$ cat src/hdl/bpc_pkg.sv
// Shared types, constants and the arctangent table of the pose correction block.
`timescale 1ns / 1ps
`default_nettype none
package bpc_pkg;

  // Register indexes of the configuration port
  localparam logic [1:0] CFG_GAIN  = 2'd0;
  localparam logic [1:0] CFG_SHIFT = 2'd1;
  localparam logic [1:0] CFG_TURN  = 2'd2;

  // Register reset values
  localparam logic [16:0] GAIN_RST  = 17'd65536;
  localparam logic [30:0] SHIFT_RST = 31'd65536;
  localparam logic [14:0] TURN_RST  = 15'd32767;

  // Gain of 1.0 in Q1.16
  localparam logic [16:0] GAIN_ONE = 17'd65536;

  // CORDIC start value (Q2.30 gain compensation) and step count
  localparam logic signed [33:0] CORDIC_K     = 34'sd652032874;
  localparam int unsigned        CORDIC_STEPS = 16;

  // One raw input word
  typedef struct packed {
    logic signed [31:0] px;
    logic signed [31:0] py;
    logic signed [15:0] ph;
    logic signed [31:0] mx;
    logic signed [31:0] my;
    logic signed [15:0] mh;
    logic signed [31:0] ox;
    logic signed [31:0] oy;
  } pose_in_t;

  // Queued word: raw input plus the yaw and gain worked out on accept
  typedef struct packed {
    pose_in_t           raw;
    logic signed [15:0] yaw;
    logic [16:0]        alpha;
  } item_t;

  // Request to the shared sine/cosine unit
  typedef struct packed {
    logic               go;
    logic signed [15:0] angle;
  } cord_req_t;

  // Answer of the sine/cosine unit, Q2.30
  typedef struct packed {
    logic               done;
    logic signed [33:0] cos_v;
    logic signed [33:0] sin_v;
  } cord_rsp_t;

  // Arctangent of 2^-i in binary-angle units
  function automatic logic signed [16:0] atan_val(input logic [3:0] i);
    logic signed [16:0] v;
    case (i)
      4'd0:    v = 17'sd8192;
      4'd1:    v = 17'sd4836;
      4'd2:    v = 17'sd2555;
      4'd3:    v = 17'sd1297;
      4'd4:    v = 17'sd651;
      4'd5:    v = 17'sd326;
      4'd6:    v = 17'sd163;
      4'd7:    v = 17'sd81;
      4'd8:    v = 17'sd41;
      4'd9:    v = 17'sd20;
      4'd10:   v = 17'sd10;
      4'd11:   v = 17'sd5;
      4'd12:   v = 17'sd3;
      4'd13:   v = 17'sd1;
      4'd14:   v = 17'sd1;
      default: v = 17'sd0;
    endcase
    return v;
  endfunction

endpackage
`default_nettype wire

$ cat src/hdl/bpc_front.sv
// Front end: accepts words, works out the bounded yaw and queues them.
`timescale 1ns / 1ps
`default_nettype none
module bpc_front (
  input  wire                 clk_i,
  input  wire                 rst_ni,
  input  wire                 start_i,
  output logic                busy_o,
  input  bpc_pkg::pose_in_t   raw_i,
  input  wire  [16:0]         gain_i,
  input  wire  [14:0]         turn_i,
  input  wire                 pop_i,
  output logic                empty_o,
  output bpc_pkg::item_t      head_o
);

  bpc_pkg::item_t     mem_q [2];
  logic               wp_q;
  logic               rp_q;
  logic [1:0]         cnt_q;
  logic               push;
  logic [16:0]        alpha;
  logic signed [15:0] err;
  logic signed [33:0] tprod;
  logic signed [33:0] trnd;
  logic signed [17:0] turn_raw;
  logic signed [17:0] turn_lim;
  logic signed [17:0] turn;
  bpc_pkg::item_t     item_new;

  assign busy_o  = (cnt_q == 2'd2);
  assign empty_o = (cnt_q == 2'd0);
  assign push    = start_i && !busy_o;
  assign head_o  = mem_q[rp_q];

  // Saturate the gain and blend the wrapped yaw error
  always_comb begin
    alpha    = gain_i[16] ? bpc_pkg::GAIN_ONE : gain_i;
    err      = raw_i.mh - raw_i.ph;
    tprod    = $signed({1'b0, alpha}) * err;
    trnd     = tprod + 34'sd32768;
    turn_raw = trnd[33:16];
    turn_lim = $signed({3'b000, turn_i});
    turn     = turn_raw;
    if (turn_raw > turn_lim) begin
      turn = turn_lim;
    end else if (turn_raw < -turn_lim) begin
      turn = -turn_lim;
    end
    item_new.raw   = raw_i;
    item_new.yaw   = raw_i.ph + turn[15:0];
    item_new.alpha = alpha;
  end

  // Track queue fill
  always_ff @(posedge clk_i or negedge rst_ni) begin
    if (!rst_ni) begin
      wp_q  <= 1'b0;
      rp_q  <= 1'b0;
      cnt_q <= '0;
    end else begin
      if (push) begin
        wp_q <= ~wp_q;
      end
      if (pop_i) begin
        rp_q <= ~rp_q;
      end
      case ({push, pop_i})
        2'b10:   cnt_q <= cnt_q + 2'd1;
        2'b01:   cnt_q <= cnt_q - 2'd1;
        default: cnt_q <= cnt_q;
      endcase
    end
  end

  // Store the accepted word
  always_ff @(posedge clk_i) begin
    if (push) begin
      mem_q[wp_q] <= item_new;
    end
  end

endmodule
`default_nettype wire

$ cat config.mk
export PLATFORM = sky130hd
export DESIGN_NAME = bpc_front
export DESIGN_NICKNAME = d
export VERILOG_FILES = /design/src/hdl/bpc_pkg.sv /design/src/hdl/bpc_front.sv
export SDC_FILE = /design/constraint.sdc
export NUM_CORES = 1
export LEC_CHECK = 0
export BUFFER_PORTS_ARGS = -buffer_cell sky130_fd_sc_hd__buf_2
export CAP_MARGIN = 10
export CELL_PAD_IN_SITES_DETAIL_PLACEMENT = 1
export CELL_PAD_IN_SITES_GLOBAL_PLACEMENT = 2
export CORE_UTILIZATION = 42
export DETAILED_ROUTE_END_ITERATION = 10
export PLACE_DENSITY_LB_ADDON = 0.1
export SKIP_LAST_GASP = 1
export SYNTH_ARGS = -nofsm -noshare
export SYNTH_HDL_FRONTEND = slang
export SYNTH_SLANG_ARGS = --single-unit
$ cat constraint.sdc
create_clock -name clk_i -period 35.7 [get_ports clk_i]
set_input_delay 5.355 -clock clk_i [delete_from_list [all_inputs] [get_ports clk_i]]
set_output_delay 5.355 -clock clk_i [all_outputs]
set_load 0.02 [all_outputs]
==> Yosys cells after proc, flatten, opt, wreduce, memory -nomap -nowiden <==
Memory sizes are Yosys's and may differ from the RTL's.
Cells that the tools add are included.
{ "op_classes": {"eq_ne": 3, "magnitude_cmp": 2, "add_sub_neg": 6, "bitwise_logic": 2, "multipliers": 1, "reduce_logical": 4, "muxes": 6} }
{ "op_table": {"columns": ["op", "count"], "rows": [
  ["$add A34 B17 Y34 const B", 1],
  ["$mul A18 B16 Y34", 1],
  ["$mux W16", 2],
  ["$gt A18 B16 Y1", 1],
  ["$lt A18 B18 Y1", 1],
  ["$neg A15 Y18", 1],
  ["$mux W17", 1],
  ["$add A16 B16 Y16", 1],
  ["$sub A16 B16 Y16", 1],
  ["$eq A2 B2 Y1 const B", 2],
  ["$pmux W2 S2", 1],
  ["$add A2 B1 Y2 const B", 1],
  ["$eq A2 B1 Y1 const B", 1],
  ["$logic_not A2 Y1", 1],
  ["$mux W1", 2],
  ["$not A1 Y1", 2],
  ["$reduce_bool A2 Y1", 1],
  ["$sub A2 B1 Y2 const B", 1],
  ["$logic_and A1 B1 Y1", 1],
  ["$logic_not A1 Y1", 1]
]} }
{ "word_totals": {"wordCells": 28, "mem_bits_rw": 514, "input_bits": 260, "output_inout_bits": 259, "n_memories": 1, "reg_bits": 4} }
{ "mem_list": {"columns": ["memory", "words", "word_bits", "rd", "rd_ports_with_merged_regs", "wr", "line", "text"], "rows": [
  ["mem_q", 2, 257, 1, 0, 1, "bpc_front.sv:17", "bpc_pkg::item_t mem_q [2];"]
]} }

==> Logic depth before layout (Yosys ltp) <==
Gate-level depths: netlist of run 1.
{ "logic_depth": {"depth_word": 7, "depth_mapped": 65, "depth_no_buf": 63} }

==> Least setup slack after synthesis of run 1 <==
OpenSTA, ideal clock, no wires.
{ "synth_path": {"path_type": "in2reg", "from": "input port raw_i[64] (netlist bit)", "to": "memory mem_q[0][31] (netlist bit), data pin", "setup_ns": 0.265, "cell_stages": 60, "n_path_buf": 2, "setup_slack_ns": 17.812, "arrival_time_ns": 17.623, "required_ns": 35.435, "cell_sequence": "inv_1 -> ha_1 -> inv_1 -> fa_1 -> a21o_1 -> a21oi_1 -> o21ai_0 -> a21oi_1 -> o21ai_0 -> a21oi_1 -> o21bai_1 -> a21oi_1 -> o21ai_0 -> and3_1 -> nor3_1 -> nor2_1 -> fa_1 -> fa_1 -> (+24 left out) -> nor2_1 -> clkbuf_1 -> o21ai_1 -> o31ai_1 -> ha_1 -> fa_1 -> a21o_1 -> a21oi_1 -> o21bai_1 -> a21oi_1 -> o21bai_1 -> a21oi_1 -> o21bai_1 -> a21oi_1 -> o21bai_1 -> a21oi_1 -> nor4bb_1 -> a311o_1"} }
{ "synth_lines": {"columns": ["element", "line", "text"], "rows": [
  ["start: declaration", "bpc_front.sv:9", "input bpc_pkg::pose_in_t raw_i,"],
  ["end: declaration", "bpc_front.sv:17", null]
]} }

==> results of run 1 <==
worst paths after layout:
| path | startpoint | end | slack, ns | cells after the start |
|---|---|---|---|---|
| worst max-delay path | raw_i[144] | mem_q[1][32] | 16.43 | 55 |
| worst min-delay path | cnt_q[1] | cnt_q[1] | 0.50 | 1 |
| worst max register to register | cnt_q[0] | mem_q[0][44] | 33.02 | 5 |
| worst min register to register | cnt_q[1] | cnt_q[1] | 0.50 | 1 |
| max in group asynchronous | rst_ni | rp_q | 30.97 | 1 |
| min in group asynchronous | rst_ni | cnt_q[1] | 4.58 | 1 |
area by class of cell:
type | count | area, µm²
Timing Repair Buffer | 538 | 2780
Clock buffer | 72 | 1440
Tap cell | 940 | 1180
Sequential cell | 518 | 15500
Inverter | 327 | 1230
Antenna cell | 14 | 35.0
Clock inverter | 21 | 213
Multi-Input combinational cell | 1341 | 13200
Fill cell | 7362 | 35000
stage by stage:
step           cells  hold slack, ns  cell area, µm²
2_1_floorplan   2247           0.461           30200
5_1_grt         3764           0.524           35600
6_report        3771           0.503           35600
4_1_cts         3757           0.507           35600
3_5_place_dp    3664           0.494           33900
3_3_place_gp    3664           0.484           33900
synth_stat cells (all sizes together) (8+ instances only):
library cell  count
o21bai            9
o21ai            31
fa              209
a21o             12
o21a              9
mux2i            13
nand4            12
edfxtp          514
xor2             18
nor3             16
nor2b            10
a211oi            8
buf              10
and2             19
clkbuf           51
clkinv           12
and3              8
nand3            12
mux2            260
a21oi            43
nand2b           11
ha              184
nor2            167
nand2           177
inv             315
xnor2            42
metal layers:
| metal | global-route usage [%] | share of wire [%] | wire (µm) | vias up |
|---|---|---|---|---|
| met4 | 7.73 | 2.5 | 2290 | 14 |
| met3 | 5.05 | 5.7 | 5270 | 123 |
| li1 | - | - | - | 8806 |
| met1 | 31.1 | 40 | 37000 | 10200 |
| met5 | 0 | 0.10 | 94 | - |
| met2 | 45.1 | 52 | 47900 | 484 |
kinds of logic (layout without fill, tap and decap cells):
| family | count (synthesis) | in the layout | share of synthesized area [%] |
|---|---|---|---|
| compound gates | 166 | 166 | 3.86 |
| xor+xnor | 60 | 60 | 1.74 |
| fa+ha+maj | 394 | 394 | 21.5 |
| buf+inv | 388 | 958 | 4.94 |
| flops | 518 | 518 | 51.4 |
| mux | 273 | 273 | 10.2 |
| other cells | 0 | 14 | 0 |
| simple gates | 448 | 448 | 6.37 |
flip-flops by register name (all words and copies together) (netlist names):
name   cells
mem_q    514
cnt_q      2
rp_q       1
wp_q       1
==> impl_metrics.json, run 1 <==
{
  "worst_pin_slew_ns": 1.13,
  "start_util_pct": 42.8,
  "globalplace.congestion": 0.846,
  "grt_pass1_wl_um": 138000,
  "synth_fp_nets": 2900,
  "crit_path_top_delay_cell": "xnor2_1",
  "critPathBufInv": 8,
  "grt_pass1_vias": 21700,
  "path_clk_slew_ns": 0.06,
  "synthesis.area_mm2": 0.0302,
  "drc_errors": 0,
  "die_x_um": 270,
  "drive_gt1_share_pct": 31.8,
  "grtUsageTotal_pct": 25.4,
  "fin_setup_tns_ns": 0,
  "synthCells": 2247,
  "dp_hpwl_um": 72100,
  "fin_ws_ns": 16.43,
  "dr.pass1.iters": 5,
  "num-nets-final": 3430,
  "routed_wl_um": 92600,
  "final-hold-violation-count": 0,
  "yosys.area.top_type": "edfxtp_1",
  "numPortBuffers": 518,
  "setup_viol": 0,
  "holdBufCountCts": 0,
  "post_cts_resized": 0,
  "syn_to_final_growth_pct": 17.9,
  "dieArea_mm2": 0.0730,
  "skew_ns": 0.0154,
  "numCtsBuffers": 51,
  "yosysWarnings": 0,
  "htreeDepth": 2,
  "synth.area.top_cells": "edfxtp_1, fa_1, mux2_2, ha_1, inv_1",
  "slowest_delay_ns": 0.96,
  "antenna_found_initial": 22,
  "insertion_delay_ns": 0.59,
  "cp_common_cell": "a21oi_1",
  "avgSynthCellArea_um2": 13.4,
  "yosysSeqAreaShare_pct": 51.4,
  "synth_cell_types": 71,
  "tritoncts": "built",
  "synth_edf_count": 514,
  "ys.flop_type": "edfxtp_1",
  "min_path_type": "reg2reg",
  "critPathCaptureType": "flop",
  "critical_path.top_delay_family": "compound AO/OA/AOI/OAI gates",
  "dp_slack_ns": 15.80,
  "critPathArrivalTime_ns": 19.59,
  "rsz0062_at_grt": "no",
  "status": "finished, final reports clean",
  "post-cts-setup-buffers": 0,
  "timing.final.max_slew_violations": 0,
  "critPathRequiredTime_ns": 36.02,
  "wl_per_cell_um": 24.5,
  "root_buffer": "clkbuf_16",
  "viasPerCell": 5.22,
  "maxCapViolations": 0,
  "via_count": 19700,
  "post-route-util_pct": 50.4,
  "critPathMaxFanout": 26,
  "fmax_mhz": 51.9,
  "rows": 97,
  "ant_nets": 0,
  "ys_ff_latch": 518,
  "startpoint_type": "input pin",
  "slew_headroom_pct": 24.2,
  "grt_overflow": 0,
  "cts.sinks": 518,
  "io_pins": 519,
  "synth.top_cell.area_share_pct": 51.1,
  "finalCritPeriodShare_pct": 54.0,
  "die_h_um": 270,
  "synthArstFlopShare_pct": 0.772,
  "clk_path_buf_depth": 3,
  "grt_max_degree": 184,
  "final_common_cell": "buf_2",
  "final_cell_mix": "buf_2, edfxtp_1, inv_1",
  "drt-initial-drc-count": 1086,
  "min_period_ns": 19.27,
  "core_area_mm2": 0.0706,
  "worstSetupPathType": "in2reg"
}
Power of run 1 is not shown: default switching activity piles up to over one toggle a cycle in this logic, so the estimate is an artifact.
==> inputs of run 2 (changes only) <==
Settings changed: CORE_UTILIZATION 42 to 35.
Clock period 35.7 ns to 16.25 ns, I/O delays scaled along.
==> run 2 against run 1 <==
  * Register-to-register slack got worse by 20 ns
  * Critical path depth rose by 7
  * Cell area rose by 1.2%
  * Worst setup slack got worse by 15 ns
  * First-iteration DRC count fell by 25%
  * Count of clock-buffer cells in the layout fell by 6
  * Routed wire length rose by 4.1%
  * Hold slack barely moved
  * Clock skew rose by 0.012 ns
  * Non-clock buffer count rose by 28
  * Flip-flop and latch count did not move
==> impl_metrics.json, run 2 (same netlist as run 1, synthesis figures left out) <==
{
  "critPathCaptureType": "flop",
  "crit_path_top_delay_cell": "fa_1",
  "path_clk_slew_ns": 0.06,
  "globalplace.congestion": 0.850,
  "ant_nets": 0,
  "start_util_pct": 35.4,
  "wl_per_cell_um": 24.0,
  "dr.max_layer_used": "met5",
  "clk_path_buf_depth": 3,
  "final_cell_mix": "buf_2, edfxtp_1, inv_1",
  "critPathMaxFanout": 10,
  "htreeDepth": 2,
  "status": "finished, final reports clean",
  "io_pins": 519,
  "numPortBuffers": 518,
  "skew_ns": 0.0275,
  "top_register": "mem_q",
  "slowest_delay_ns": 0.56,
  "startpoint_type": "input pin",
  "cts.sinks": 518,
  "grt_overflow": 0,
  "reg_top3": "mem_q (514), cnt_q (2)",
  "dieArea_mm2": 0.0875,
  "antenna_found_initial": 32,
  "wl_met3_um": 7490,
  "grt_pass1_vias": 20900,
  "via_count": 19700,
  "finalCritPeriodShare_pct": 93.6,
  "grtUsageTotal_pct": 21.7,
  "dr.pass1.iters": 5,
  "min_period_ns": 15.22,
  "min_path_type": "reg2reg",
  "drt-met1-wl_um": 37200,
  "core_area_mm2": 0.0853,
  "worstSetupPathType": "in2reg",
  "insertion_delay_ns": 0.59,
  "drc_errors": 0,
  "viasPerCell": 4.90,
  "critPathRequiredTime_ns": 16.57,
  "tritoncts": "built",
  "finalInstanceArea_mm2": 0.0360,
  "placed_area_mm2": 0.0344,
  "die_h_um": 296,
  "grt_max_degree": 169,
  "dp_hpwl_um": 76000,
  "maxCapViolations": 0,
  "routed_wl_um": 96400,
  "drt-initial-drc-count": 817,
  "slew_headroom_pct": 16.5,
  "rows": 107,
  "timing.final.max_slew_violations": 0,
  "setup_viol": 0,
  "numCtsBuffers": 52,
  "drive_gt1_share_pct": 32.8,
  "worst_pin_slew_ns": 1.25,
  "num-nets-final": 3459,
  "final_common_cell": "buf_2",
  "fmax_mhz": 65.7,
  "root_buffer": "clkbuf_16",
  "syn_to_final_growth_pct": 19.3,
  "final-hold-violation-count": 0,
  "wl_met2_um": 48600,
  "critPathArrivalTime_ns": 15.54,
  "largest_register_ffs": 514,
  "grt_pass1_wl_um": 139000,
  "die_x_um": 296
}
## run 2: what timing repair did
| action | in CTS | in global routing |
|---|---|---|
| resized for setup | 0 | 19 |
| buffers inserted | 0 | 1 |
| setup endpoints to repair | 0 | 12 |
| hold buffers | 0 | 0 |
## run 2: critical path: cells and delay by family
kind                       cells  cell delay [ns]
AOI/OAI and AO/OA             34             6.22
and+or+nand+nor               10             1.74
adders and majority gates     11             4.21
buffers and inverters          5             0.57
xor gates and xnor gates       2             0.35
## run 2: final timing paths
| path | startpoint | to | slack (ns) | depth (start not counted) |
|---|---|---|---|---|
| max in group asynchronous | rst_ni | rp_q | 14.48 | 1 |
| max | raw_i[145] | mem_q[0][31] | 1.03 | 62 |
| max reg2reg | cnt_q[0] | mem_q[1][151] | 12.70 | 4 |
| min in group asynchronous | rst_ni | rp_q | 1.64 | 1 |
| min | cnt_q[1] | cnt_q[1] | 0.50 | 1 |
| min reg2reg | cnt_q[1] | cnt_q[1] | 0.50 | 1 |
## run 2: cell type report
cell class              count  area, µm²
repair buffers            566       2970
fillers                  9091      49200
diodes                     23       57.6
clock buffers              66       1380
clock inverters            27        135
inverters                 327       1230
flip-flops and latches    518      15500
multi-input cells        1341      13300
well taps                1144       1430
## run 2: metrics by stage
stage / TNS, ns / hold slack [ns] / setup slack, ns / util [%] / std cells
final: 0 / 0.503 / 1.03 / 42.3 / 4012
after global placement: 0 / 0.495 / 0.0863 / 40.3 / 3895
after detailed placement: -1.59 / 0.498 / -0.356 / 40.3 / 3895
after CTS: 0 / 0.506 / 0.270 / 42.1 / 3988
after floorplan: 0 / 0.461 / 1.28 / - / 2247
after global routing: -0.0567 / 0.537 / -0.0284 / 42.2 / 3998
## run 2: layer usage
layer | up-vias | GRT usage, %
li1 | 8890 | -
met5 | - | 0
met2 | 500 | 37.7
met1 | 10100 | 25.6
met3 | 149 | 6.18
met4 | 22 | 7.54
Power of run 2 is left out for the same reason.
==> inputs of run 3 (changes only) <==
Settings changed: CORE_ASPECT_RATIO set to 1.2.
==> run 3 against run 2 <==
  * Final cell count shrank 0.37%
  * Worst setup slack got worse by 0.0034 ns
  * First-iteration DRC count grew 14%
  * Clock skew decreased by 0.012 ns
  * Flip-flop and latch count unchanged
  * Critical path type unchanged
  * Critical path depth unchanged
  * Routed wire length up 0.92%
  * Non-clock buffer count rose by 14
  * Core utilization grew 0.37 points
  * Sequential share of layout area decreased by 0.33 points
  * Global-route usage increased by 0.38 points
==> impl_metrics.json, run 3 (same netlist as run 1, synthesis figures left out) <==
{
  "reg_top3": "mem_q (514), cnt_q (2)",
  "min_path_type": "reg2reg",
  "wl_per_cell_um": 24.3,
  "routed_wl_um": 97300,
  "timing.final.max_slew_violations": 0,
  "drt-initial-drc-count": 930,
  "drc_errors": 0,
  "viasPerCell": 4.89,
  "numCtsBuffers": 51,
  "slew_headroom_pct": 21.3,
  "grt_max_degree": 171,
  "htreeDepth": 2,
  "grt_overflow": 0,
  "crit_start": "raw_i[145]",
  "tritoncts": "built",
  "fmax_mhz": 65.7,
  "worstSetupPathType": "in2reg",
  "grtUsageTotal_pct": 22.1,
  "final-hold-violation-count": 0,
  "rows": 117,
  "die_h_um": 324,
  "dp.cells": 3896,
  "critPathCaptureType": "flop",
  "finalNonFillerCells": 3997,
  "hold_depth": 1,
  "crit_path_top_delay_cell": "fa_1",
  "grt_pass1_vias": 21300,
  "drive_gt1_share_pct": 33.3,
  "path_clk_slew_ns": 0.06,
  "num-nets-final": 3472,
  "final_cell_mix": "buf_2, edfxtp_1, inv_1",
  "regToRegSetupSlack_ns": 13.23,
  "skew_ns": 0.0152,
  "maxCapViolations": 0,
  "ant_nets": 0,
  "slowest_delay_ns": 0.49,
  "min_period_ns": 15.22,
  "clk_path_buf_depth": 3,
  "reg2reg_from": "cnt_q[0]",
  "hold_path_startpoint": "cnt_q[1]",
  "grt_pass1_wl_um": 142000,
  "dp_hpwl_um": 77000,
  "worstReg2RegEnd": "mem_q[0][224]",
  "largest_register_ffs": 514,
  "die_x_um": 270,
  "dr.pass1.iters": 7,
  "finalCritPeriodShare_pct": 93.7,
  "io_pins": 519,
  "worst_pin_slew_ns": 1.18,
  "numPortBuffers": 518,
  "post-cts-setup-buffers": 0,
  "cts.sinks": 518,
  "status": "finished, final reports clean",
  "top_register": "mem_q",
  "critPathArrivalTime_ns": 15.55,
  "root_buffer": "clkbuf_16",
  "globalplace.congestion": 0.845,
  "via_count": 19600,
  "antenna_found_initial": 26,
  "startpoint_type": "input pin",
  "critPathMaxFanout": 29,
  "setup_viol": 0,
  "core_area_mm2": 0.0852,
  "start_util_pct": 35.5,
  "final_common_cell": "buf_2",
  "critPathRequiredTime_ns": 16.58,
  "dieArea_mm2": 0.0875,
  "insertion_delay_ns": 0.61,
  "post-route-util_pct": 42.6,
  "worstHoldEndpoint": "cnt_q[1]",
  "num-fill-cells": 9123,
  "r2r_cells": 4,
  "syn_to_final_growth_pct": 20.2
}
## run 3: layer usage
| layer | global-route usage [%] | share of wire, % |
|---|---|---|
| met1 | 27.0 | 41 |
| met2 | 40.2 | 52 |
| met3 | 4.17 | 5.2 |
| met4 | 5.27 | 2.2 |
| met5 | 0 | 0.081 |
## run 3: repair_timing
action                                  in CTS  in global routing
hold endpoints to repair                     0                  0
endpoints found under the setup margin       0                 12
hold buffers                                 0                  0
gates resized for setup                      0                 14
## run 3: how the worst max path moves through the flow
stage                   end  slack [ns]  depth (start not counted)
2_1_floorplan  mem_q[0][31]        1.28                         60
3_3_place_gp   mem_q[1][32]        0.15                         59
3_5_place_dp   mem_q[1][32]       -0.29                         59
4_1_cts        mem_q[1][32]        0.32                         59
5_1_grt        mem_q[1][32]       -0.04                         62
6_report       mem_q[1][32]        1.03                         62
## run 3: metrics by stage
stage	instance area (µm²)	worst slack, ns	setup TNS (ns)	hold WS, ns
2_1_floorplan	30200	1.28	0	0.461
5_1_grt	36300	-0.0362	-0.0873	0.538
6_report	36300	1.03	0	0.512
3_3_place_gp	34500	0.146	0	0.477
3_5_place_dp	34500	-0.286	-0.874	0.510
4_1_cts	36200	0.324	0	0.521
## run 3: worst max-delay path, delay by kind of cell
| kind | cells | cell delay, ns |
|---|---|---|
| AOI/OAI and AO/OA | 32 | 6.17 |
| xor gates and xnor gates | 4 | 0.72 |
| adders and majority gates | 10 | 3.95 |
| buffers and inverters | 8 | 1.07 |
| and+or+nand+nor | 8 | 1.18 |
## run 3: final cells by class
class / instances / area (µm²) / share of cell area, %
multi-input cells: 1341 / 13300 / 36.5
clock inverters: 37 / 447 / 1.23
repair buffers: 580 / 3080 / 8.49
inverters: 327 / 1230 / 3.38
flip-flops and latches: 518 / 15500 / 42.8
diodes: 7 / 17.5 / 0.0482
well taps: 1130 / 1410 / 3.89
clock buffers: 57 / 1320 / 3.64
Power of run 3 is left out for the same reason.
