<file path="src/hdl/bpc_pkg.sv">
// Shared types, constants and the arctangent table of the pose correction block.
`timescale 1ns / 1ps
`default_nettype none
package bpc_pkg;

  // Register indexes of the configuration port
  localparam logic [1:0] CFG_GAIN  = 2'd0;
  localparam logic [1:0] CFG_SHIFT = 2'd1;
  localparam logic [1:0] CFG_TURN  = 2'd2;

  // Register reset values
  localparam logic [16:0] GAIN_RST  = 17'd65536;
  localparam logic [30:0] SHIFT_RST = 31'd65536;
  localparam logic [14:0] TURN_RST  = 15'd32767;

  // Gain of 1.0 in Q1.16
  localparam logic [16:0] GAIN_ONE = 17'd65536;

  // CORDIC start value (Q2.30 gain compensation) and step count
  localparam logic signed [33:0] CORDIC_K     = 34'sd652032874;
  localparam int unsigned        CORDIC_STEPS = 16;

  // One raw input word
  typedef struct packed {
    logic signed [31:0] px;
    logic signed [31:0] py;
    logic signed [15:0] ph;
    logic signed [31:0] mx;
    logic signed [31:0] my;
    logic signed [15:0] mh;
    logic signed [31:0] ox;
    logic signed [31:0] oy;
  } pose_in_t;

  // Queued word: raw input plus the yaw and gain worked out on accept
  typedef struct packed {
    pose_in_t           raw;
    logic signed [15:0] yaw;
    logic [16:0]        alpha;
  } item_t;

  // Request to the shared sine/cosine unit
  typedef struct packed {
    logic               go;
    logic signed [15:0] angle;
  } cord_req_t;

  // Answer of the sine/cosine unit, Q2.30
  typedef struct packed {
    logic               done;
    logic signed [33:0] cos_v;
    logic signed [33:0] sin_v;
  } cord_rsp_t;

  // Arctangent of 2^-i in binary-angle units
  function automatic logic signed [16:0] atan_val(input logic [3:0] i);
    logic signed [16:0] v;
    case (i)
      4'd0:    v = 17'sd8192;
      4'd1:    v = 17'sd4836;
      4'd2:    v = 17'sd2555;
      4'd3:    v = 17'sd1297;
      4'd4:    v = 17'sd651;
      4'd5:    v = 17'sd326;
      4'd6:    v = 17'sd163;
      4'd7:    v = 17'sd81;
      4'd8:    v = 17'sd41;
      4'd9:    v = 17'sd20;
      4'd10:   v = 17'sd10;
      4'd11:   v = 17'sd5;
      4'd12:   v = 17'sd3;
      4'd13:   v = 17'sd1;
      4'd14:   v = 17'sd1;
      default: v = 17'sd0;
    endcase
    return v;
  endfunction

endpackage
`default_nettype wire

</file>
<file path="src/hdl/bpc_cordic.sv">
// Iterative rotation CORDIC giving cosine and sine of a binary angle.
`timescale 1ns / 1ps
`default_nettype none
module bpc_cordic (
  input  wire                 clk_i,
  input  wire                 rst_ni,
  input  bpc_pkg::cord_req_t  req_i,
  output bpc_pkg::cord_rsp_t  rsp_o
);

  logic               run_q;
  logic               done_q;
  logic               flip_q;
  logic [3:0]         i_q;
  logic signed [33:0] x_q;
  logic signed [33:0] y_q;
  logic signed [16:0] z_q;
  logic signed [16:0] ang;
  logic signed [33:0] xs;
  logic signed [33:0] ys;

  assign ang = {req_i.angle[15], req_i.angle};
  assign xs  = y_q >>> i_q;
  assign ys  = x_q >>> i_q;

  // Sequence the sixteen micro-rotations
  always_ff @(posedge clk_i or negedge rst_ni) begin
    if (!rst_ni) begin
      run_q  <= 1'b0;
      done_q <= 1'b0;
      i_q    <= '0;
    end else begin
      done_q <= 1'b0;
      if (req_i.go) begin
        run_q <= 1'b1;
        i_q   <= '0;
      end else if (run_q) begin
        if (i_q == 4'(bpc_pkg::CORDIC_STEPS - 1)) begin
          run_q  <= 1'b0;
          done_q <= 1'b1;
        end else begin
          i_q <= i_q + 4'd1;
        end
      end
    end
  end

  // Fold the angle into the half turn around zero, then rotate
  always_ff @(posedge clk_i) begin
    if (req_i.go) begin
      x_q <= bpc_pkg::CORDIC_K;
      y_q <= '0;
      if (ang > 17'sd16384) begin
        z_q    <= ang - 17'sd32768;
        flip_q <= 1'b1;
      end else if (ang < -17'sd16384) begin
        z_q    <= ang + 17'sd32768;
        flip_q <= 1'b1;
      end else begin
        z_q    <= ang;
        flip_q <= 1'b0;
      end
    end else if (run_q) begin
      if (!z_q[16]) begin
        x_q <= x_q - xs;
        y_q <= y_q + ys;
        z_q <= z_q - bpc_pkg::atan_val(i_q);
      end else begin
        x_q <= x_q + xs;
        y_q <= y_q - ys;
        z_q <= z_q + bpc_pkg::atan_val(i_q);
      end
    end
  end

  // Undo the fold by negating both results
  assign rsp_o.done  = done_q;
  assign rsp_o.cos_v = flip_q ? -x_q : x_q;
  assign rsp_o.sin_v = flip_q ? -y_q : y_q;

endmodule
`default_nettype wire

</file>
<file path="config.mk">
export PLATFORM = sky130hd
export DESIGN_NAME = bpc_cordic
export DESIGN_NICKNAME = d
export VERILOG_FILES = /design/src/hdl/bpc_pkg.sv /design/src/hdl/bpc_cordic.sv
export SDC_FILE = /design/constraint.sdc
export NUM_CORES = 1
export LEC_CHECK = 0
export ABC_AREA = 1
export BUFFER_PORTS_ARGS = -buffer_cell sky130_fd_sc_hd__buf_2
export CAP_MARGIN = 40
export CORE_UTILIZATION = 42
export CTS_BUF_LIST = sky130_fd_sc_hd__clkbuf_4 sky130_fd_sc_hd__clkbuf_8 sky130_fd_sc_hd__clkbuf_16
export DETAILED_ROUTE_END_ITERATION = 10
export REMOVE_ABC_BUFFERS = 1
export SYNTH_ARGS = -nofsm -noshare
export SYNTH_HDL_FRONTEND = slang
export SYNTH_SLANG_ARGS = --single-unit
</file>
<file path="constraint.sdc">
create_clock -name clk_i -period 6.6 [get_ports clk_i]
set_clock_uncertainty 0.05 [all_clocks]
set_input_delay 0.66 -clock clk_i [delete_from_list [all_inputs] [get_ports clk_i]]
set_output_delay 0.66 -clock clk_i [all_outputs]
set_load 0.1 [all_outputs]
</file>
======== Word-level counts from Yosys, hierarchy flattened ========
Memories as Yosys holds them, arrays and structs flattened.
Index checks and enable logic that the tools add are counted.
cells by class
  add/sub/neg operators ................... 11
  multipliers ............................. 0
  div/mod/pow operators ................... 0
  magnitude comparators ................... 2
  eq/ne operators ......................... 2
  shift operators ......................... 2
  muxes and demuxes ....................... 25
  bitwise logic cells ..................... 0
  reduce and logical (&&, ||, !) cells .... 2
operators by type and width
  cell                                                                    count
  17-bit 2-to-1 mux                                                       11
  34-bit 2-to-1 mux                                                       4
  34-bit adder                                                            2
  34-bit negation                                                         2
  34-bit by 4-bit >>> shifter with 34-bit output                          2
  34-bit subtractor                                                       2
  16-bit by 17-bit adder with 17-bit output, second input constant        1
  17-bit adder                                                            1
  16-bit by 17-bit subtractor with 17-bit output, second input constant   1
  17-bit subtractor                                                       1
  16-bit > comparator, second input constant                              1
  16-bit by 15-bit < comparator with 1-bit output, second input constant  1
  4-bit 2-to-1 mux                                                        3
  1-bit 2-to-1 mux                                                        7
  4-bit by 1-bit adder with 4-bit output, second input constant           1
  4-bit equality test, second input constant                              1
  2-bit != test, second input constant                                    1
  2-bit AND reduction                                                     1
  2-bit nonzero test                                                      1
storage, ports and cells
  bits in registers ....................... 92
  latch bits .............................. 0
  memory bits (writable) .................. 0
  memory bits (read-only) ................. 448
  bits of input ports ..................... 19
  output and inout port bits .............. 69
  logic and storage cells ................. 53
  memories kept ........................... 2
memories
  memory            words  bits a word  rd ports  clocked after Yosys merged registers in  write ports  line           text
  (name not given)  16     14           1         0                                        0            bpc_pkg.sv:58  case (i)
  (name not given)  16     14           1         0                                        0            bpc_pkg.sv:58

======== Logic depth before layout (Yosys ltp) ========
Gate-level depths: netlist of run 1.
An unclocked memory read counts as a cell.
  depth after elaboration ................. 8
  gate-level depth with buffers ........... 36
  depth with buffers taken out ............ 34

======== Least setup slack after synthesis of run 1 ========
OpenSTA, ideal clock, no wires.
  path kind ............................... register to output
  from .................................... register x_q[1]
  to ...................................... output rsp_o[66] (netlist bit)
  data arrival time ....................... 3.509 ns
  data required time ...................... 5.890 ns
  path slack .............................. 2.381 ns
  cell stages (with the launch flop) ...... 15
  path buffers ............................ 0
  cells stage by stage .................... dfxtp_1 -> inv_1 -> ha_1 -> inv_1 -> nor3_1 -> nand2_1 -> nor3_1 -> nand2_1 -> nor3_1 -> nand2_1 -> o21ai_1 -> nand2_1 -> nor3_1 -> o21ai_0 -> xor2_1
RTL lines
  element                   line              text
  start: declaration        bpc_cordic.sv:15  logic signed [33:0] x_q;
  start signal: assignment  bpc_cordic.sv:51  x_q <= bpc_pkg::CORDIC_K;
  start signal: assignment  bpc_cordic.sv:65  x_q <= x_q - xs;
  start signal: assignment  bpc_cordic.sv:69  x_q <= x_q + xs;
  end: declaration          bpc_cordic.sv:8   output bpc_pkg::cord_rsp_t rsp_o

======== Worst setup path after layout of run 1 ========
  from .................................... register i_q[1]
  to ...................................... register y_q[33]
on the way
  cells in the longest elaborated chain, start to end .. 3
  elaborated cells between the ends (all ways) .. 4
  classes of those cells .................. add/sub: 2; shift: 1; mux: 1
ends and longest elaborated chain
  element                                                   line                                text
  start: declaration                                        bpc_cordic.sv:14                    logic [3:0] i_q;
  start signal: assignment                                  bpc_cordic.sv:42                    i_q <= i_q + 4'd1;
  34-bit by 4-bit >>> shifter with 34-bit output (*)        bpc_cordic.sv:24                    assign ys = x_q >>> i_q;
  34-bit adder / 34-bit subtractor (equally long branches)  bpc_cordic.sv:66, bpc_cordic.sv:70
  34-bit 2-to-1 mux (*)                                     bpc_cordic.sv:64                    if (!z_q[16]) begin
  end signal: assignment                                    bpc_cordic.sv:66                    y_q <= y_q + ys;
  end signal: assignment                                    bpc_cordic.sv:70                    y_q <= y_q - ys;
  end: declaration                                          bpc_cordic.sv:16                    logic signed [33:0] y_q;
Every way passes the cells marked *; elsewhere a longest branch is shown, timed or not.
A chain may end at the register's enable or synchronous reset.

==> results of run 1 <==
[cells by family after synthesis]
group | synth area share
AOI/OAI and AO/OA | 0.1656
xor gates and xnor gates | 0.09789
adders and majority gates | 0.08196
buffers and inverters | 0.1058
DFF | 0.1374
and+or+nand+nor | 0.4113
[flip-flops by register name (all words and copies together), names as in the netlist]
register  count
flip_q        1
run_q         1
done_q        1
x_q          34
y_q          34
i_q           4
z_q          17
[stage by stage]
stage / util / worst slack [ps]
6_report: 0.4572 / 930.5
5_1_grt: 0.4572 / 581.4
4_1_cts: 0.4572 / 930.0
3_5_place_dp: 0.4493 / 967.5
3_3_place_gp: 0.4471 / 773.7
2_1_floorplan: - / 731.5
[worst max-delay path, cell delays in order (launching register included)]
cell and delay [ps]:
sky130_fd_sc_hd__dfrtp_2 410, sky130_fd_sc_hd__inv_2 530, sky130_fd_sc_hd__buf_4 410, sky130_fd_sc_hd__nand3_1 140, sky130_fd_sc_hd__nand3_1 110, sky130_fd_sc_hd__nand3_1 120
sky130_fd_sc_hd__nand2_1 240, sky130_fd_sc_hd__nand2_1 140, sky130_fd_sc_hd__nor3_1 300, sky130_fd_sc_hd__nand3_1 110, sky130_fd_sc_hd__nor2_1 160, sky130_fd_sc_hd__nand4_1 220
sky130_fd_sc_hd__xnor2_1 190, sky130_fd_sc_hd__nand2_1 60, sky130_fd_sc_hd__o21ai_0 80, sky130_fd_sc_hd__ha_1 350, sky130_fd_sc_hd__nand2_1 90, sky130_fd_sc_hd__nor2_1 110
sky130_fd_sc_hd__inv_1 80, sky130_fd_sc_hd__nor4_1 570, sky130_fd_sc_hd__o21ai_0 390, sky130_fd_sc_hd__nand3_1 300, sky130_fd_sc_hd__inv_1 60, sky130_fd_sc_hd__nand3_1 100
sky130_fd_sc_hd__nand3_1 80, sky130_fd_sc_hd__nand2_1 90, sky130_fd_sc_hd__inv_1 40, sky130_fd_sc_hd__nor2_1 80
[per-layer routing]
| metal | track usage | vias up |
|---|---|---|
| met2 | 0.4794 | 419 |
| met3 | 0.02411 | 64 |
| met4 | 0.08062 | 0 |
| li1 | - | 8509 |
| met1 | 0.4081 | 7751 |
| met5 | 0 | - |
[final timing paths]
| kind | start | endpoint | slack (ps) | depth (start not counted) |
|---|---|---|---|---|
| setup / recovery | i_q[1] | y_q[33] | 930 | 27 |
| hold / removal | rst_ni | done_q | 50 | 1 |
| setup reg to reg | i_q[1] | y_q[33] | 930 | 27 |
| hold reg to reg | x_q[2] | x_q[2] | 540 | 2 |
| max in group asynchronous | rst_ni | run_q | 6280 | 1 |
| min in group clk_i | req_i[0] | z_q[0] | 520 | 3 |
[layout make-up]
type,instances,area [um^2],share of cell area
Multi-Input combinational cell,2081,11300,0.7101
Clock buffer,10,239.0,0.01502
Clock inverter,6,38.79,0.002438
Sequential cell,92,2058,0.1294
Tap cell,455,569.3,0.03578
Timing Repair Buffer,106,630.6,0.03963
Inverter,287,1077,0.06770
[synth_stat cells (all sizes together) (4+ instances only)]
library cell,count,share of area
nand2,669,0.17
nand3,361,0.13
inv,285,0.072
nor2,262,0.069
a21oi,169,0.061
o21ai,141,0.049
xor2,132,0.078
ha,93,0.078
dfxtp,68,0.091
buf,59,0.022
clkbuf,46,0.012
nor3,43,0.015
xnor2,34,0.020
nand4,25,0.011
or2,22,0.0092
a31oi,19,0.0080
edfxtp,18,0.036
o22ai,14,0.0059
o211ai,11,0.0055
o21a,11,0.0055
o21bai,11,0.0063
a21o,10,0.0050
nand3b,7,0.0035
o221ai,7,0.0041
a21boi,6,0.0030
dfrtp,6,0.010
nor4,6,0.0025
o31ai,6,0.0034
a211oi,5,0.0025
a221oi,4,0.0023
==> summary.txt, run 1 <==
Final layout
  – Share of layout cells above drive strength 1: 0.09063
  – Filler cells: ~3800
  – Final net count: approximately 2700
  – Synthesis-to-layout area growth: 6.579%
  – Commonest non-fill, non-tap cells in the layout: sky130_fd_sc_hd__nand2_1, sky130_fd_sc_hd__nand3_1, sky130_fd_sc_hd__inv_1, sky130_fd_sc_hd__nor2_1, sky130_fd_sc_hd__a21oi_1
  – Final instance area: approximately 0.016 mm^2
  – Most common library cell in the layout ignoring fill and taps: sky130_fd_sc_hd__nand2_1
  – Ant. Diodes: 0
  – Post-route insts no fill: a little over 3000

Floorplanning
  – Die area: ~0.036 mm^2
  – Count of boundary I/O pins: 88
  – Die height: roughly 190 um
  – Starting Density: 0.4290
  – Cell Rows: 68
  – Floorplan core area: about 0.035 mm^2
  – Overall die width: around 190 um

Synthesis
  – Sequential fraction of the synthesis area: 0.1374
  – Synth Flop Type: sky130_fd_sc_hd__dfxtp_1
  – Asr flop ratio synth: 0.06522
  – Total of flip-flops plus latches after synthesis: just over 90
  – Number of flops mapped to enable cells by yosys: 18
  – Post-synthesis instance area: approximately 0.015 mm^2
  – Warning count from the yosys run: 0
  – Syn avg cell area: roughly 5.8 um^2
  – Netlist cell types: 60
  – Number of cells produced by synthesis: around 2600

Global route
  – Maximum number of pins on one net before global-route repair: 76
  – First-pass GRT wire length: between 80000 and 90000 um
  – Global Route Usage Sum: 0.2926
  – Total congestion overflow after global routing: 0
  – Via count of the first global-routing pass: ~16000
  – Number of antenna violations at the first check in global routing: 0

Outcome
  – Run status: finished, final reports clean

Clock tree
  – Clock Tree Root: sky130_fd_sc_hd__clkbuf_16
  – Clock latency at the later pin of the worst-skew pair: approximately 380 ps
  – CTS Buf Count: 9
  – TritonCTS clock tree: built
  – Post-cts repair resize count: 0
  – Clock slew seen by the registers of the worst setup and hold paths: approximately 70 ps
  – Buffers inserted by post-CTS timing repair: 0
  – H-tree depth: 3
  – Number of buffers on the longest clock path: 2
  – CTS hold repair buffers: 0
  – Number of sinks on the clock net: a little over 90

Critical path
  – CP Data Arrival Time: 5940 ps
  – Startpoint-to-endpoint class of the critical path: reg2reg
  – Crit. End Element: flop
  – Largest fanout on the critical path: 39
  – Required arrival time at the worst endpoint: slightly below 7000 ps
  – Nature of the critical path startpoint: flop

Detailed routing
  – Max Used Layer: met4
  – Number of DRC violations after detailed-routing iteration 0: roughly 1200
  – Drt pass-1 iters: 5
  – Wire length on met1: 25430 um
  – DRC violations left: 0
  – Length of routed met3 wiring: ~2200 um
  – Number of vias per cell after detailed routing: 5.513
  – DR vias: 16740
  – Routed Antenna Nets: 0
  – Average wire length per cell after detail routing: around 17 um
  – Metal2 WL: around 24000 um
  – Routed Wire Length: around 52000 um

Placement
  – Final HPWL from detailed placement: approximately 42000 um
  – Routability Congestion: between 0.9 and 1
  – Area post-placement: roughly 0.016 mm^2
  – Count of input and output buffers: between 80 and 90
  – Number of placed instances, taps included: around 3000

Timing
  – Final critical-path required period: ~5700 ps
  – Worst hold slack: ~50 ps
  – Sum Neg Setup Slack: 0 ps
  – Worst slew margin relative to its limit: 0.3495
  – Count of final setup violators: 0
  – Final hold vios: 0
  – Least-Margin Pin Slew: 966.9 ps
  – Final-report max-slew violation count: 0
  – Highest clock frequency the design can meet: around 0.18 GHz
  – Share of the clock period used by the worst path: 0.8590
  – RSZ-0062 raised after global routing: false

Hold path
  – Class of the most critical hold timing path: in2async

Flow run
  – Number of max-cap violations: 0
Power of run 1 is left out: the tool's default activity adds up to more than one toggle a clock period on the data nets, which glitch-free logic cannot reach.
==> run 2, diff against run 1 <==
--- a/config.mk
+++ b/config.mk
@@ -8,10 +8,14 @@
 export ABC_AREA = 1
 export BUFFER_PORTS_ARGS = -buffer_cell sky130_fd_sc_hd__buf_2
 export CAP_MARGIN = 40
+export CELL_PAD_IN_SITES_DETAIL_PLACEMENT = 0
+export CELL_PAD_IN_SITES_GLOBAL_PLACEMENT = 1
 export CORE_UTILIZATION = 42
 export CTS_BUF_LIST = sky130_fd_sc_hd__clkbuf_4 sky130_fd_sc_hd__clkbuf_8 sky130_fd_sc_hd__clkbuf_16
 export DETAILED_ROUTE_END_ITERATION = 10
+export PLACE_DENSITY = 0.81
 export REMOVE_ABC_BUFFERS = 1
 export SYNTH_ARGS = -nofsm -noshare
 export SYNTH_HDL_FRONTEND = slang
 export SYNTH_SLANG_ARGS = --single-unit
+export TNS_END_PERCENT = 30
==> run 2 against run 1 <==
- first-iteration DRC count grew 11%
- worst hold slack better by 8.6 ps
- utilization is 0.13 points lower
- clock-buffer cell count is 1 higher
- global-route usage decreased by 0.58 points
- critical path depth increased by 2
- wire length decreased by 0.71%
- cell count about the same
- via count is 0.28% lower
- sequential share of layout area about the same
- flip-flop and latch count stayed put
- highest routed layer unchanged
==> summary.txt, run 2 (same netlist as run 1, synthesis figures left out) <==
Critical path
  – CP Data Arrival Time: 5930 ps
  – Crit. End Element: flop
  – Nature of the critical path startpoint: flop
  – Required arrival time at the worst endpoint: 6880 ps
  – Worst reg2reg setup slack: 950 ps
  – Worst-path cell with the longest stage delay: sky130_fd_sc_hd__inv_2
  – Largest fanout on the critical path: 47
  – Worst R2R Start: i_q[0]
  – Largest stage delay on the critical path: about 630 ps
  – Critical Path Sink: y_q[33]
  – Launch point of the critical path: i_q[0]
  – Cell with the most instances on the worst path: sky130_fd_sc_hd__nand2_1
  – FF-to-FF End: y_q[33]
  – Startpoint-to-endpoint class of the critical path: reg2reg
  – Depth of the most critical reg-to-reg path: 29

Global route
  – First-pass GRT wire length: ~82000 um
  – Number of antenna violations at the first check in global routing: 0
  – Busiest grt layer: met2
  – Maximum number of pins on one net before global-route repair: between 70 and 80
  – Met2 track utilization from global routing: 0.4705
  – Via count of the first global-routing pass: 15800
  – Total congestion overflow after global routing: 0
  – Global Route Usage Sum: 0.2868
  – Met1 GRT Util: 0.3988
  – Met3 capacity usage during global routing: 0.03165

Detailed routing
  – Routed Antenna Nets: 0
  – Drt pass-1 iters: 6
  – Number of DRC violations after detailed-routing iteration 0: around 1300
  – DRC violations left: 0
  – Routed Wire Length: between 50000 and 60000 um
  – DR vias: approximately 17000
  – Number of vias per cell after detailed routing: ~5.5
  – Average wire length per cell after detail routing: roughly 17 um

Placement
  – Number of placed instances, taps included: between 3000 and 4000
  – Routability Congestion: 0.9160
  – Count of input and output buffers: just under 90
  – Final HPWL from detailed placement: approximately 41000 um
  – Post-Place Worst Slack: around 1100 ps

Floorplanning
  – Starting Density: 0.4290
  – Count of boundary I/O pins: between 80 and 90
  – Cell Rows: roughly 70
  – Floorplan core area: ~0.035 mm^2
  – Die height: ~190 um
  – Die area: roughly 0.036 mm^2
  – Overall die width: 190.5 um

Timing
  – Worst slew margin relative to its limit: 0.4084
  – Final hold vios: 0
  – Worst-case setup margin in the final layout: between 900 and 1000 ps
  – Highest clock frequency the design can meet: approximately 0.18 GHz
  – Final-report max-slew violation count: 0
  – Share of the clock period used by the worst path: 0.8566
  – Count of final setup violators: 0
  – Final critical-path required period: about 5700 ps
  – RSZ-0062 raised after global routing: false
  – Least-Margin Pin Slew: approximately 890 ps
  – Sum Neg Setup Slack: 0 ps

Clock tree
  – TritonCTS clock tree: built
  – Clock Tree Root: sky130_fd_sc_hd__clkbuf_16
  – CTS hold repair buffers: 0
  – CTS Buf Count: 9
  – Number of sinks on the clock net: about 90
  – Clock latency at the later pin of the worst-skew pair: around 390 ps
  – Buffers inserted by post-CTS timing repair: 0
  – Number of buffers on the longest clock path: 2
  – Post-cts repair resize count: 0
  – H-tree depth: 3
  – Clock slew seen by the registers of the worst setup and hold paths: 70 ps

Final layout
  – Ant. Diodes: 0
  – Post-route insts no fill: a little over 3000
  – Synthesis-to-layout area growth: 6.269%
  – Registers with the most flip-flops: x_q: 34 flops, y_q: 34 flops, z_q: 17 flops
  – Most common library cell in the layout ignoring fill and taps: sky130_fd_sc_hd__nand2_1
  – Commonest non-fill, non-tap cells in the layout: sky130_fd_sc_hd__nand2_1, sky130_fd_sc_hd__nand3_1, sky130_fd_sc_hd__inv_1, sky130_fd_sc_hd__nor2_1, sky130_fd_sc_hd__a21oi_1
  – Fin util: 0.4559
  – Final net count: 2690
  – Share of layout cells above drive strength 1: 0.09031

Hold path
  – Class of the most critical hold timing path: in2async

Outcome
  – Run status: finished, final reports clean

Flow run
  – Number of max-cap violations: 0
-- run 2: cell count changes in the layout (fill, tap and decap cells not counted), sizes merged --
cell | previous run | this run
clkbuf | 10 | 11
buf | 106 | 104
clkinvlp | 1 | 2
clkinv | 6 | 4
-- run 2: critical path: cells and delay by family (launching register included) --
| family | cells | cell delay (ps) |
|---|---|---|
| simple gates | 19 | 2820 |
| buf+inv | 6 | 1330 |
| compound gates | 2 | 420 |
| flops | 1 | 410 |
| fa+ha+maj | 1 | 350 |
| xor+xnor | 1 | 190 |
-- run 2: cell type report --
cell class              count  area, um^2
clock inverters             5       38.79
flip-flops and latches     92        2058
clock buffers              11       240.2
repair buffers            104       583.1
inverters                 287        1077
fillers                  3872       18930
multi-input cells        2081       11300
well taps                 455       569.3
-- run 2: per-stage QoR --
stage                     hold slack, ps  cell area [um^2]
final                              58.65             15870
after global placement             455.4             15560
after detailed placement           456.5             15590
after CTS                          52.65             15870
after global routing               56.39             15870
after floorplan                    314.4             14430
-- run 2: worst min path at each step --
stage | from | to | slack (ps)
6_report | rst_ni | done_q | 60
5_1_grt | rst_ni | done_q | 60
4_1_cts | rst_ni | done_q | 50
3_5_place_dp | rst_ni | done_q | 460
3_3_place_gp | rst_ni | done_q | 460
2_1_floorplan | rst_ni | done_q | 310
-- run 2: layer usage --
layer / vias to the layer above / wire length, um
met2: 406 / 23400
met5: - / 0
met4: 0 / 882
met1: 7732 / 25290
li1: 8501 / -
met3: 57 / 2388
Power of run 2 is left out for the same reason.
==> run 3, diff against run 2 <==
--- a/config.mk
+++ b/config.mk
@@ -5,7 +5,6 @@
 export SDC_FILE = /design/constraint.sdc
 export NUM_CORES = 1
 export LEC_CHECK = 0
-export ABC_AREA = 1
 export BUFFER_PORTS_ARGS = -buffer_cell sky130_fd_sc_hd__buf_2
 export CAP_MARGIN = 40
 export CELL_PAD_IN_SITES_DETAIL_PLACEMENT = 0
@@ -13,9 +12,10 @@
 export CORE_UTILIZATION = 42
 export CTS_BUF_LIST = sky130_fd_sc_hd__clkbuf_4 sky130_fd_sc_hd__clkbuf_8 sky130_fd_sc_hd__clkbuf_16
 export DETAILED_ROUTE_END_ITERATION = 10
-export PLACE_DENSITY = 0.81
+export PLACE_DENSITY = 0.76
 export REMOVE_ABC_BUFFERS = 1
+export SKIP_CTS_REPAIR_TIMING = 1
 export SYNTH_ARGS = -nofsm -noshare
 export SYNTH_HDL_FRONTEND = slang
 export SYNTH_SLANG_ARGS = --single-unit
-export TNS_END_PERCENT = 30
+export TNS_END_PERCENT = 50
==> run 3 against run 2 <==
- synthesized cell count is 24% lower
- first-iteration DRC count is 5.8% higher
- die area is 1.3% higher
- worst hold slack worse by 25 ps
- utilization is 0.51 points higher
- largest cell class unchanged
==> summary.txt, run 3 <==
Outcome
  – Run status: finished, final reports clean

Synthesis
  – Warning count from the yosys run: 0
  – Top cell type by total area after synthesis: sky130_fd_sc_hd__mux4_2
  – Most repeated cell in the gate-level netlist after synthesis: sky130_fd_sc_hd__nor2_1
  – Total of flip-flops plus latches after synthesis: between 90 and 100
  – Number of cells produced by synthesis: slightly below 2000
  – Number of flops mapped to enable cells by yosys: 18
  – Post-synthesis instance area: approximately 0.015 mm^2
  – Cells taking the most area after synthesis: sky130_fd_sc_hd__mux4_2, sky130_fd_sc_hd__dfxtp_1, sky130_fd_sc_hd__ha_1, sky130_fd_sc_hd__xnor2_1, sky130_fd_sc_hd__mux2i_1
  – Sequential fraction of the synthesis area: 0.1357
  – Syn avg cell area: between 7 and 8 um^2
  – Most numerous cell types in the synthesized netlist: sky130_fd_sc_hd__nor2_1, sky130_fd_sc_hd__nand2_1, sky130_fd_sc_hd__a21oi_1, sky130_fd_sc_hd__o21ai_0, sky130_fd_sc_hd__xnor2_1
  – Netlist cell types: 90
  – Asr flop ratio synth: 0.06522
  – Synth Flop Type: sky130_fd_sc_hd__dfxtp_1
  – Share of the synthesized area in the top cell type: 0.09533

Final layout
  – Registers with the most flip-flops: x_q: 34 flops, y_q: 34 flops, z_q: 17 flops
  – Synthesis-to-layout area growth: 8.201%
  – Share of layout cells above drive strength 1: 0.1659
  – Fin util: 0.4611
  – Post-route insts no fill: 2426
  – Final net count: between 2000 and 2500
  – Ant. Diodes: 0
  – Commonest non-fill, non-tap cells in the layout: sky130_fd_sc_hd__nor2_1, sky130_fd_sc_hd__nand2_1, sky130_fd_sc_hd__a21oi_1, sky130_fd_sc_hd__o21ai_0, sky130_fd_sc_hd__xnor2_1
  – Most common library cell in the layout ignoring fill and taps: sky130_fd_sc_hd__nor2_1

Critical path
  – Crit. End Element: flop
  – Worst-path cell with the longest stage delay: sky130_fd_sc_hd__dfrtp_4
  – Required arrival time at the worst endpoint: slightly below 7000 ps
  – Count of buffering cells on the critical path with inverters included: 1
  – Chain of cells forming the critical path: mux2_2 > mux4_2 > a21o_1 > inv_1 > ha_1 > o211a_1 > nand3_1 > or2_2 > nor4_2 > a21oi_1 > xor2_1 > ha_1 > a21o_1 > a21oi_1 > o21ai_0 > o31ai_1 > o21ai_1 > a31oi_1 > o21ai_0 > mux2i_1 > mux2_2
  – CP Data Arrival Time: 6450 ps
  – Category of cells accounting for the largest share of critical-path delay: compound AO/OA/AOI/OAI gates
  – Nature of the critical path startpoint: flop
  – Largest fanout on the critical path: 30
  – Startpoint-to-endpoint class of the critical path: reg2reg
  – Largest stage delay on the critical path: ~670 ps

Placement
  – Count of input and output buffers: 87
  – Routability Congestion: roughly 0.96
  – Final HPWL from detailed placement: about 40000 um
  – Number of placed instances, taps included: ~2400

Timing
  – Final hold vios: 0
  – Count of final setup violators: 0
  – Highest clock frequency the design can meet: between 0.15 and 0.2 GHz
  – Final-report max-slew violation count: 0
  – Share of the clock period used by the worst path: 0.9417
  – Final critical-path required period: between 6000 and 7000 ps
  – RSZ-0062 raised after global routing: false
  – Least-Margin Pin Slew: 931.4 ps
  – Worst slew margin relative to its limit: 0.3734

Detailed routing
  – DR vias: 15130
  – Wire length on met1: approximately 24000 um
  – Number of vias per cell after detailed routing: 6.238
  – Number of DRC violations after detailed-routing iteration 0: ~1400
  – DRC violations left: 0
  – Length of routed met3 wiring: just under 3000 um
  – Max Used Layer: met4
  – Routed Antenna Nets: 0
  – Routed Wire Length: between 50000 and 60000 um
  – Average wire length per cell after detail routing: 21.99 um
  – Drt pass-1 iters: 6
  – Metal2 WL: 24910 um

Floorplanning
  – Cell Rows: 69
  – Die area: between 0.03 and 0.04 mm^2
  – Count of boundary I/O pins: between 80 and 90
  – Starting Density: 0.4261
  – Die height: about 190 um
  – Overall die width: between 150 and 200 um
  – Floorplan core area: 0.03548 mm^2

Global route
  – Number of antenna violations at the first check in global routing: 0
  – Maximum number of pins on one net before global-route repair: 78
  – Global Route Usage Sum: 0.2881
  – Via count of the first global-routing pass: between 10000 and 15000
  – First-pass GRT wire length: around 80000 um
  – Total congestion overflow after global routing: 0

Clock tree
  – TritonCTS clock tree: built
  – Clock latency at the later pin of the worst-skew pair: 390 ps
  – Number of sinks on the clock net: between 90 and 100
  – Clock slew seen by the registers of the worst setup and hold paths: approximately 80 ps
  – CTS Buf Count: 9
  – Clock Tree Root: sky130_fd_sc_hd__clkbuf_16
  – Number of buffers on the longest clock path: 2
  – H-tree depth: 3

Flow run
  – Number of max-cap violations: 0

Hold path
  – Class of the most critical hold timing path: in2async
## run 3: changes by cell type in the layout (fill, tap and decap cells not counted), moves of 25 or more
cell / before / now
sky130_fd_sc_hd__nand2_1: 640 / 174
sky130_fd_sc_hd__nand3_1: 346 / 29
sky130_fd_sc_hd__inv_1: 274 / 53
sky130_fd_sc_hd__xnor2_1: 34 / 125
sky130_fd_sc_hd__mux2i_1: 0 / 89
sky130_fd_sc_hd__xor2_1: 131 / 65
sky130_fd_sc_hd__mux4_2: 0 / 64
sky130_fd_sc_hd__nor2_1: 251 / 197
sky130_fd_sc_hd__buf_4: 16 / 69
sky130_fd_sc_hd__mux2_2: 0 / 44
sky130_fd_sc_hd__nand2b_1: 0 / 30
sky130_fd_sc_hd__a21oi_1: 161 / 136
sky130_fd_sc_hd__nand2_2: 26 / 1
## run 3: worst paths after layout
check,start,to,slack (ps),cells past startpoint
setup / recovery,i_q[3],x_q[33],380,21
hold / removal,rst_ni,i_q[3],30,1
setup reg to reg,i_q[3],x_q[33],380,21
hold reg to reg,y_q[0],y_q[0],520,2
max in group asynchronous,rst_ni,i_q[0],6290,1
min in group clk_i,req_i[7],z_q[7],510,3
## run 3: final cells by class
class | count | area [um^2]
multi-input combinational | 1641 | 12210
sequential | 92 | 2066
fill | 3559 | 19120
clock buffer | 9 | 225.2
timing repair buffer | 160 | 1013
tap | 461 | 576.8
clock inverter | 7 | 58.81
inverter | 56 | 210.2
## run 3: cells by family (layout without fill, tap and decap cells)
group,Yosys count,after routing,synth area share
AND/OR/NAND/NOR,610,610,0.1912
adder cells (fa/ha/maj),96,96,0.08093
XOR/XNOR,190,190,0.1101
multiplexers,200,200,0.1922
AO/OA/AOI/OAI,545,545,0.2324
flip-flops,92,92,0.1357
buffers and inverters,214,232,0.05751
## run 3: worst register-to-register path, delay by kind of cell, from the launching register on
kind / cells / cell delay (ps)
AO/OA/AOI/OAI: 10 / 2100
multiplexers: 4 / 1470
AND/OR/NAND/NOR: 3 / 1030
flip-flops: 1 / 670
adder cells (fa/ha/maj): 2 / 520
XOR/XNOR: 1 / 200
buffers and inverters: 1 / 50
## run 3: per-layer routing
metal | track usage | vias to the layer above
li1 | - | 7195
met4 | 0.08242 | 0
met1 | 0.3925 | 7355
met5 | 0 | -
met3 | 0.03526 | 68
met2 | 0.4742 | 515
## run 3: stage by stage
step	setup TNS [ps]	instance area (um^2)	hold slack, ps	setup WS [ps]
6_report	0	16360	33.91	384.5
5_1_grt	0	16360	32.03	28.39
4_1_cts	0	16310	26.75	284.8
3_5_place_dp	0	16030	451.0	307.5
3_3_place_gp	0	16030	449.9	333.5
2_1_floorplan	-64630	14460	314.4	-2053
Power of run 3 is left out for the same reason.
